[src/design/crcdf_pkg.sv]
// ----------------------------------------------------------------------------
// crcdf_pkg
// Shared types, codes and the CRC-16 byte update for the packet deframer.
// ----------------------------------------------------------------------------
package crcdf_pkg;

  // Frame phases of the receive sequencer
  typedef enum logic [2:0] {
    PH_HUNT    = 3'd0,
    PH_ADDR    = 3'd1,
    PH_LEN_HI  = 3'd2,
    PH_LEN_LO  = 3'd3,
    PH_PAYLOAD = 3'd4,
    PH_CRC_HI  = 3'd5,
    PH_CRC_LO  = 3'd6
  } phase_t;

  // End-of-frame status codes
  localparam logic [1:0] ST_OK      = 2'd0;
  localparam logic [1:0] ST_CRC     = 2'd1;
  localparam logic [1:0] ST_LEN     = 2'd2;
  localparam logic [1:0] ST_NOFRAME = 2'd3;

  // Register indexes on the configuration port
  localparam logic REG_HEADER  = 1'b0;
  localparam logic REG_ADDRESS = 1'b1;

  localparam logic [15:0] CRC_INIT = 16'hFFFF;
  localparam logic [15:0] CRC_POLY = 16'hA001;

  // Configuration seen by the sequencer
  typedef struct packed {
    logic [7:0] header_byte;
    logic [7:0] own_address;
  } cfg_t;

  // One result item
  typedef struct packed {
    logic        is_status;
    logic [7:0]  payload_byte;
    logic [1:0]  status_code;
    logic [15:0] packet_length;
  } result_t;

  // Reflected CRC-16 update over one byte, LSB first
  function automatic logic [15:0] crc_byte(input logic [15:0] crc, input logic [7:0] b);
    logic [15:0] c;
    c = crc ^ {8'h00, b};
    for (int k = 0; k < 8; k++) begin
      if (c[0]) begin
        c = (c >> 1) ^ CRC_POLY;
      end else begin
        c = c >> 1;
      end
    end
    return c;
  endfunction

endpackage

[src/design/crcdf_regs.sv]
// ----------------------------------------------------------------------------
// crcdf_regs
// APB-style register file holding the header byte and station address.
// ----------------------------------------------------------------------------
module crcdf_regs (
  input  logic                 clk,
  input  logic                 rst_n,
  input  logic                 psel,
  input  logic                 penable,
  input  logic                 pwrite,
  input  logic [2:0]           paddr,
  input  logic [31:0]          pwdata,
  output logic [31:0]          prdata,
  output logic                 pready,
  output crcdf_pkg::cfg_t      cfg
);

  logic [7:0] header_r;
  logic [7:0] address_r;
  logic       wr_en;
  logic       reg_idx;

  assign pready  = 1'b1;
  assign reg_idx = paddr[2];
  assign wr_en   = psel && penable && pwrite;

  // Write registers on the access cycle
  always_ff @(posedge clk) begin
    if (!rst_n) begin
      header_r  <= 8'h00;
      address_r <= 8'h00;
    end else if (wr_en) begin
      unique case (reg_idx)
        crcdf_pkg::REG_HEADER:  header_r  <= pwdata[7:0];
        crcdf_pkg::REG_ADDRESS: address_r <= pwdata[7:0];
        default: ;
      endcase
    end
  end

  // Read back the selected register
  always_comb begin
    unique case (reg_idx)
      crcdf_pkg::REG_HEADER:  prdata = {24'h000000, header_r};
      crcdf_pkg::REG_ADDRESS: prdata = {24'h000000, address_r};
      default:                prdata = 32'h00000000;
    endcase
  end

  assign cfg.header_byte = header_r;
  assign cfg.own_address = address_r;

endmodule

[src/design/crcdf_seq.sv]
// ----------------------------------------------------------------------------
// crcdf_seq
// Sequencer: phase, length counters, running CRC; a byte a cycle on byte_en.
// ----------------------------------------------------------------------------
module crcdf_seq #(
  parameter int MAX_LEN = 64
) (
  input  logic                 clk,
  input  logic                 rst_n,
  input  logic                 byte_en,
  input  logic [7:0]           rx_byte,
  input  crcdf_pkg::cfg_t      cfg,
  output logic                 res_valid,
  output crcdf_pkg::result_t   res
);

  localparam logic [15:0] MaxLen = 16'(MAX_LEN);

  crcdf_pkg::phase_t phase_r, phase_nxt;
  logic [15:0] frame_len_r, frame_len_nxt;
  logic [15:0] left_r, left_nxt;
  logic [15:0] crc_r, crc_nxt;
  logic [7:0]  crc_hi_r, crc_hi_nxt;
  logic [15:0] crc_upd;
  logic [15:0] len_full;
  logic [15:0] left_dec;

  assign crc_upd  = crcdf_pkg::crc_byte(crc_r, rx_byte);
  assign len_full = {frame_len_r[15:8], rx_byte};
  assign left_dec = left_r - 16'd1;

  // Hold state between accepted bytes
  always_ff @(posedge clk) begin
    if (!rst_n) begin
      phase_r     <= crcdf_pkg::PH_HUNT;
      frame_len_r <= 16'h0000;
      left_r      <= 16'h0000;
      crc_r       <= crcdf_pkg::CRC_INIT;
      crc_hi_r    <= 8'h00;
    end else if (byte_en) begin
      phase_r     <= phase_nxt;
      frame_len_r <= frame_len_nxt;
      left_r      <= left_nxt;
      crc_r       <= crc_nxt;
      crc_hi_r    <= crc_hi_nxt;
    end
  end

  // Advance the phase and form the result for this byte
  always_comb begin
    phase_nxt     = phase_r;
    frame_len_nxt = frame_len_r;
    left_nxt      = left_r;
    crc_nxt       = crc_r;
    crc_hi_nxt    = crc_hi_r;
    res_valid     = 1'b0;
    res           = '0;
    unique case (phase_r)
      crcdf_pkg::PH_HUNT: begin
        if (rx_byte != cfg.header_byte) begin
          res_valid       = 1'b1;
          res.is_status   = 1'b1;
          res.status_code = crcdf_pkg::ST_NOFRAME;
        end else begin
          crc_nxt   = crcdf_pkg::CRC_INIT;
          phase_nxt = crcdf_pkg::PH_ADDR;
        end
      end
      crcdf_pkg::PH_ADDR: begin
        if (rx_byte != cfg.own_address) begin
          res_valid       = 1'b1;
          res.is_status   = 1'b1;
          res.status_code = crcdf_pkg::ST_NOFRAME;
          phase_nxt       = crcdf_pkg::PH_HUNT;
        end else begin
          phase_nxt = crcdf_pkg::PH_LEN_HI;
        end
      end
      crcdf_pkg::PH_LEN_HI: begin
        frame_len_nxt = {rx_byte, 8'h00};
        crc_nxt       = crc_upd;
        phase_nxt     = crcdf_pkg::PH_LEN_LO;
      end
      crcdf_pkg::PH_LEN_LO: begin
        frame_len_nxt = len_full;
        crc_nxt       = crc_upd;
        if (len_full > MaxLen) begin
          // Drop the frame at once
          res_valid         = 1'b1;
          res.is_status     = 1'b1;
          res.status_code   = crcdf_pkg::ST_LEN;
          res.packet_length = len_full;
          phase_nxt         = crcdf_pkg::PH_HUNT;
        end else begin
          left_nxt  = len_full;
          phase_nxt = (len_full == 16'h0000) ? crcdf_pkg::PH_CRC_HI
                                             : crcdf_pkg::PH_PAYLOAD;
        end
      end
      crcdf_pkg::PH_PAYLOAD: begin
        crc_nxt          = crc_upd;
        left_nxt         = left_dec;
        if (left_dec == 16'h0000) begin
          phase_nxt = crcdf_pkg::PH_CRC_HI;
        end
        res_valid        = 1'b1;
        res.payload_byte = rx_byte;
      end
      crcdf_pkg::PH_CRC_HI: begin
        crc_hi_nxt = rx_byte;
        phase_nxt  = crcdf_pkg::PH_CRC_LO;
      end
      crcdf_pkg::PH_CRC_LO: begin
        res_valid     = 1'b1;
        res.is_status = 1'b1;
        if ({crc_hi_r, rx_byte} == crc_r) begin
          res.status_code   = crcdf_pkg::ST_OK;
          res.packet_length = frame_len_r;
        end else begin
          res.status_code = crcdf_pkg::ST_CRC;
        end
        phase_nxt = crcdf_pkg::PH_HUNT;
      end
      default: begin
        phase_nxt = crcdf_pkg::PH_HUNT;
      end
    endcase
  end

endmodule

[src/design/crcdf_outbuf.sv]
// ----------------------------------------------------------------------------
// crcdf_outbuf
// Result register with a skid stage; decouples the sequencer from out_ready.
// ----------------------------------------------------------------------------
module crcdf_outbuf (
  input  logic                 clk,
  input  logic                 rst_n,
  input  logic                 push,
  input  crcdf_pkg::result_t   push_res,
  output logic                 can_push,
  output logic                 out_valid,
  input  logic                 out_ready,
  output crcdf_pkg::result_t   out_res
);

  logic               main_v_r;
  logic               skid_v_r;
  crcdf_pkg::result_t main_r;
  crcdf_pkg::result_t skid_r;
  logic               pop;

  assign pop       = main_v_r && out_ready;
  assign can_push  = !skid_v_r;
  assign out_valid = main_v_r;
  assign out_res   = main_r;

  // Valid flags: refill main from skid first, else from a new item
  always_ff @(posedge clk) begin
    if (!rst_n) begin
      main_v_r <= 1'b0;
      skid_v_r <= 1'b0;
    end else if (!main_v_r || pop) begin
      main_v_r <= skid_v_r || push;
      skid_v_r <= 1'b0;
    end else if (push) begin
      skid_v_r <= 1'b1;
    end
  end

  // Payload registers
  always_ff @(posedge clk) begin
    if (!main_v_r || pop) begin
      if (skid_v_r) begin
        main_r <= skid_r;
      end else if (push) begin
        main_r <= push_res;
      end
    end else if (push) begin
      skid_r <= push_res;
    end
  end

endmodule

[src/design/crc16_packet_deframer.sv]
// ----------------------------------------------------------------------------
// crc16_packet_deframer
// Byte-serial frame receiver with CRC-16 check and a payload/status output.
// ----------------------------------------------------------------------------
// Usage:
//   in_*  : one received byte per item (valid/ready). A new byte is taken in
//           every cycle while the result buffer has room.
//   out_* : payload bytes as they arrive, then one status item per frame
//           (ok, crc mismatch, length too large, no frame). A byte that makes
//           no result (header, own address, length, CRC high) emits nothing.
//   psel/penable/pwrite/paddr/pwdata/prdata/pready : register port; the
//           header byte sits at 0x0, the station address at 0x4.
// Each result is registered in the output register (or skid stage if full);
// one byte a cycle while in_ready is high, via combinational CRC/phase logic.
// A two-entry result buffer (output register plus skid stage) keeps input
// flowing while a result waits; in_ready drops only when both are full.
// Reset (rst_n low, synchronous) clears the registers to zero, empties the
// buffer and returns the sequencer to header hunting with CRC at 0xFFFF.
// MAX_LEN is the largest length field accepted as a frame.
// ----------------------------------------------------------------------------
module crc16_packet_deframer #(
  parameter int MAX_LEN = 64
) (
  input  logic        clk,
  input  logic        rst_n,
  input  logic        in_valid,
  output logic        in_ready,
  input  logic [7:0]  in_rx_byte,
  output logic        out_valid,
  input  logic        out_ready,
  output logic        out_is_status,
  output logic [7:0]  out_payload_byte,
  output logic [1:0]  out_status_code,
  output logic [15:0] out_packet_length,
  input  logic        psel,
  input  logic        penable,
  input  logic        pwrite,
  input  logic [2:0]  paddr,
  input  logic [31:0] pwdata,
  output logic [31:0] prdata,
  output logic        pready
);

  crcdf_pkg::cfg_t    cfg;
  crcdf_pkg::result_t seq_res;
  crcdf_pkg::result_t out_res;
  logic               seq_valid;
  logic               byte_en;
  logic               can_push;

  assign in_ready = can_push;
  assign byte_en  = in_valid && can_push;

  crcdf_regs u_regs (
    .clk     (clk),
    .rst_n   (rst_n),
    .psel    (psel),
    .penable (penable),
    .pwrite  (pwrite),
    .paddr   (paddr),
    .pwdata  (pwdata),
    .prdata  (prdata),
    .pready  (pready),
    .cfg     (cfg)
  );

  crcdf_seq #(
    .MAX_LEN (MAX_LEN)
  ) u_seq (
    .clk       (clk),
    .rst_n     (rst_n),
    .byte_en   (byte_en),
    .rx_byte   (in_rx_byte),
    .cfg       (cfg),
    .res_valid (seq_valid),
    .res       (seq_res)
  );

  crcdf_outbuf u_outbuf (
    .clk       (clk),
    .rst_n     (rst_n),
    .push      (byte_en && seq_valid),
    .push_res  (seq_res),
    .can_push  (can_push),
    .out_valid (out_valid),
    .out_ready (out_ready),
    .out_res   (out_res)
  );

  assign out_is_status     = out_res.is_status;
  assign out_payload_byte  = out_res.payload_byte;
  assign out_status_code   = out_res.status_code;
  assign out_packet_length = out_res.packet_length;

endmodule
[config.mk]
export PLATFORM = sky130hd
export DESIGN_NAME = crc16_packet_deframer
export DESIGN_NICKNAME = d
export VERILOG_FILES = /design/src/design/crcdf_pkg.sv /design/src/design/crcdf_regs.sv /design/src/design/crcdf_seq.sv /design/src/design/crcdf_outbuf.sv /design/src/design/crc16_packet_deframer.sv
export SDC_FILE = /design/constraint.sdc
export NUM_CORES = 1
export LEC_CHECK = 0
export BUFFER_PORTS_ARGS = -buffer_cell sky130_fd_sc_hd__buf_2
export CELL_PAD_IN_SITES_DETAIL_PLACEMENT = 1
export CELL_PAD_IN_SITES_GLOBAL_PLACEMENT = 2
export CORE_ASPECT_RATIO = 0.8
export CORE_MARGIN = 8
export CORE_UTILIZATION = 33
export CTS_BUF_LIST = sky130_fd_sc_hd__clkbuf_2 sky130_fd_sc_hd__clkbuf_4 sky130_fd_sc_hd__clkbuf_8
export CTS_CLUSTER_DIAMETER = 80
export DETAILED_ROUTE_END_ITERATION = 8
export PLACE_DENSITY_LB_ADDON = 0.1
export SKIP_CTS_REPAIR_TIMING = 1
export SYNTH_ARGS = -nofsm -noshare
export SYNTH_HDL_FRONTEND = slang
export SYNTH_HIERARCHICAL = 1
export SYNTH_SLANG_ARGS = --single-unit
[constraint.sdc]
create_clock -name clk -period 9.95 [get_ports clk]
set_input_delay 0.995 -clock clk [delete_from_list [all_inputs] [get_ports clk]]
set_output_delay 0.995 -clock clk [all_outputs]
set_load 0.01 [all_outputs]
==> flow_metrics.py <==
metrics = {
    "sta": {
        "worstMarginPinSlew_ns": 1.18,
        "relSlewSlack_pct": 20.6,
        "period_share_pct": 38.1,
        "post-route-min-period_ns": 3.79,
        "hold_viol": 0,
        "final_max_slew_viol_count": 0,
        "fmax_ghz": 0.264,
        "setup_viol": 0,
        "tns_ns": 0,
        "rsz0062_at_grt": "false",
        "finalClockSkew_ns": 0.0134,
    },
    "floorplanning": {
        "ios": 112,
        "num_rows": 46,
        "start_util_pct": 33.7,
        "core_um2": 19800,
        "dieHeight_um": 143,
        "dieArea_um2": 25000,
        "die_x_um": 175,
    },
    "setup_path": {
        "path_class": "in -> reg",
        "critPathMaxFanout": 14,
        "reg2reg_slack_ns": 6.34,
        "critical_path.endpoint_type": "flop",
        "required_ns": 10.10,
        "worstPathCellList": "buf_2 -> nor3_1 -> a21oi_1 -> nor2_1 -> nor2_1 -> nor2b_1 -> o21ai_0 -> and3_1 -> nor2_2 -> nor2_2 -> buf_4",
        "cp.arrival_ns": 3.94,
        "slowest_delay_ns": 0.55,
        "critPathSlowestCell": "nor2_1",
        "worst_setup_path_start_kind": "input port",
    },
    "synthesis": {
        "ys_seq_elements": 131,
        "yosysSeqAreaShare_pct": 47.4,
        "postSynthAreaPerCell_um2": 10.3,
        "synth_top_cell_by_area": "edfxtp_1",
        "synthFlopType": "dfxtp_1",
        "synth_common_cells": "98 x nand2_1, 77 x dfxtp_1, 54 x edfxtp_1, 35 x mux2_2, 32 x xnor2_1",
        "syn-cell-area_um2": 6670,
        "synthArstFlopShare_pct": 0,
        "ys.warnings.count": 6,
        "synthTopCellsByArea": "edfxtp_1 24%, dfxtp_1 23%, mux2_2 5.9%",
        "netlist_instances": 647,
        "synth_top_area_share_pct": 24.3,
        "synth_enable_flop_cells": 54,
        "synth_cell_types": 59,
        "yosysMostFrequentCell": "nand2_1",
    },
    "route": {
        "wl_um": 17800,
        "vias": 4834,
        "dr.pass1.iters": 4,
        "viasPerCell": 4.99,
        "postRouteAntennaNets": 0,
        "drc_errors": 0,
        "post_drt_wl_per_cell_um": 18.4,
        "first_iter_violations": 246,
    },
    "clock_tree": {
        "tritoncts_num_sinks": 131,
        "cts_tree": "done",
        "cts.path.max_buffers": 2,
        "cts_max_level": 4,
        "cts.reportedPaths.clkPinSlew_ns": 0.09,
        "cts_buffers": 17,
        "clk_latency_ns": 0.45,
        "cts_root_buf": "clkbuf_8",
    },
    "hold_path": {
        "min_path_type": "reg -> reg",
    },
    "global_route": {
        "grt_max_degree": 87,
        "antenna_found_initial": 0,
        "grt_usage_pct": 14.6,
        "grt-ovfl-total": 0,
        "grt_pass1_wl_um": 28700,
        "grt_pass1_vias": 5197,
    },
    "pwr": {
        "leakage_uw": 0.00286,
        "p_total_uw": 1130,
        "peakVddDrop_mv": 0.0619,
        "power_density_nw_per_um2": 152,
    },
    "cells_and_area": {
        "final_layout_size_suffix_gt1_share_pct": 20.7,
        "nFillCells": 2261,
        "final_nets": 748,
        "syn2layout_area_growth_pct": 11.1,
        "antennaDiodeCount": 0,
    },
    "placed_design": {
        "dpl.hpwl_um": 12200,
        "gp_congestion": 0.743,
        "io_buffer_count": 60,
    },
    "status": {
        "status": "finished, final reports clean",
    },
    "run": {
        "drv_cap": 0,
    },
}
==> worst max-delay path, delay by kind of cell <==
kind	cells	cell delay (ns)
AND/OR/NAND/NOR	7	1.80
buffers and inverters	2	0.67
AO/OA/AOI/OAI	2	0.46
==> area by class of cell <==
class | count | area, µm² | share of cell area (%)
sequential | 131 | 3160 | 42.7
multi-input combinational | 468 | 3140 | 42.4
timing repair buffer | 65 | 338 | 4.56
tap | 264 | 330 | 4.46
clock buffer | 17 | 234 | 3.16
clock inverter | 15 | 165 | 2.23
inverter | 9 | 33.8 | 0.456
==> worst paths after layout <==
kind / start / endpoint / depth (start not counted)
hold / removal: u_seq/left_r[15] / u_seq/left_r[15] / 2
hold reg to reg: u_seq/left_r[15] / u_seq/left_r[15] / 2
setup reg to reg: u_seq/phase_r[1] / u_outbuf/out_res[8] / 9
setup / recovery: in_rx_byte[2] / u_outbuf/out_res[8] / 11
==> where the power goes <==
part,switching [µW],leakage [µW],internal (µW)
registers,3.41,0.00114,567
logic,50.5,0.00152,30.5
clock network,247,0.000199,229
total,301,0.00286,827
==> registers in the layout, summed over array words and instances, names as in the netlist <==
signal / count
u_seq/frame_len_r: 16
u_outbuf/out_res: 27
u_outbuf/out_valid: 1
u_outbuf/skid_r: 27
u_seq/crc_r: 16
u_seq/left_r: 16
u_seq/phase_r: 3
u_outbuf/skid_v_r: 1
u_regs/address_r: 8
u_regs/header_r: 8
u_seq/crc_hi_r: 8
==> per-stage QoR <==
step | utilization, % | hold WS, ns | setup slack [ns] | cell area (µm²) | cells
after floorplan | - | 0.452 | 6.09 | 6750 | 670
after global placement | 35.4 | 0.470 | 5.74 | 7010 | 937
after detailed placement | 35.4 | 0.475 | 5.65 | 7010 | 937
after CTS | 37.4 | 0.487 | 6.14 | 7400 | 969
after global routing | 37.4 | 0.502 | 5.90 | 7400 | 969
final | 37.4 | 0.487 | 6.16 | 7400 | 969
==> kinds of logic (layout without fill, tap and decap cells) <==
kind of cell / Yosys count / count (layout) / synth area share (%)
flops: 131 / 131 / 47.4
compound gates: 116 / 116 / 11.8
other cells: 2 / 25 / 0.113
buf+inv: 71 / 106 / 6.89
xor+xnor: 46 / 46 / 7.02
fa+ha+maj: 6 / 6 / 1.13
mux: 53 / 53 / 8.61
simple gates: 222 / 222 / 17.0
==> layout by cell type, fill, tap and decap left out, types with 20 or more instances in the layout <==
| cell type | instances |
|---|---|
| a21boi_0 | 27 |
| and2_1 | 20 |
| buf_2 | 60 |
| conb_1 | 25 |
| dfxtp_1 | 77 |
| edfxtp_1 | 54 |
| mux2_2 | 35 |
| nand2_1 | 98 |
| nor2_1 | 23 |
| o21ai_0 | 27 |
| xnor2_1 | 32 |
==> per-layer routing <==
metal | vias to the layer above | global-route usage, % | routed length, µm
met5 | - | 0 | 0
met2 | 101 | 22.4 | 7810
met1 | 2398 | 19.5 | 9000
met4 | 0 | 4.45 | 164
li1 | 2322 | - | -
met3 | 13 | 4.01 | 842
Note: power is estimated with default switching activity, not from simulation.
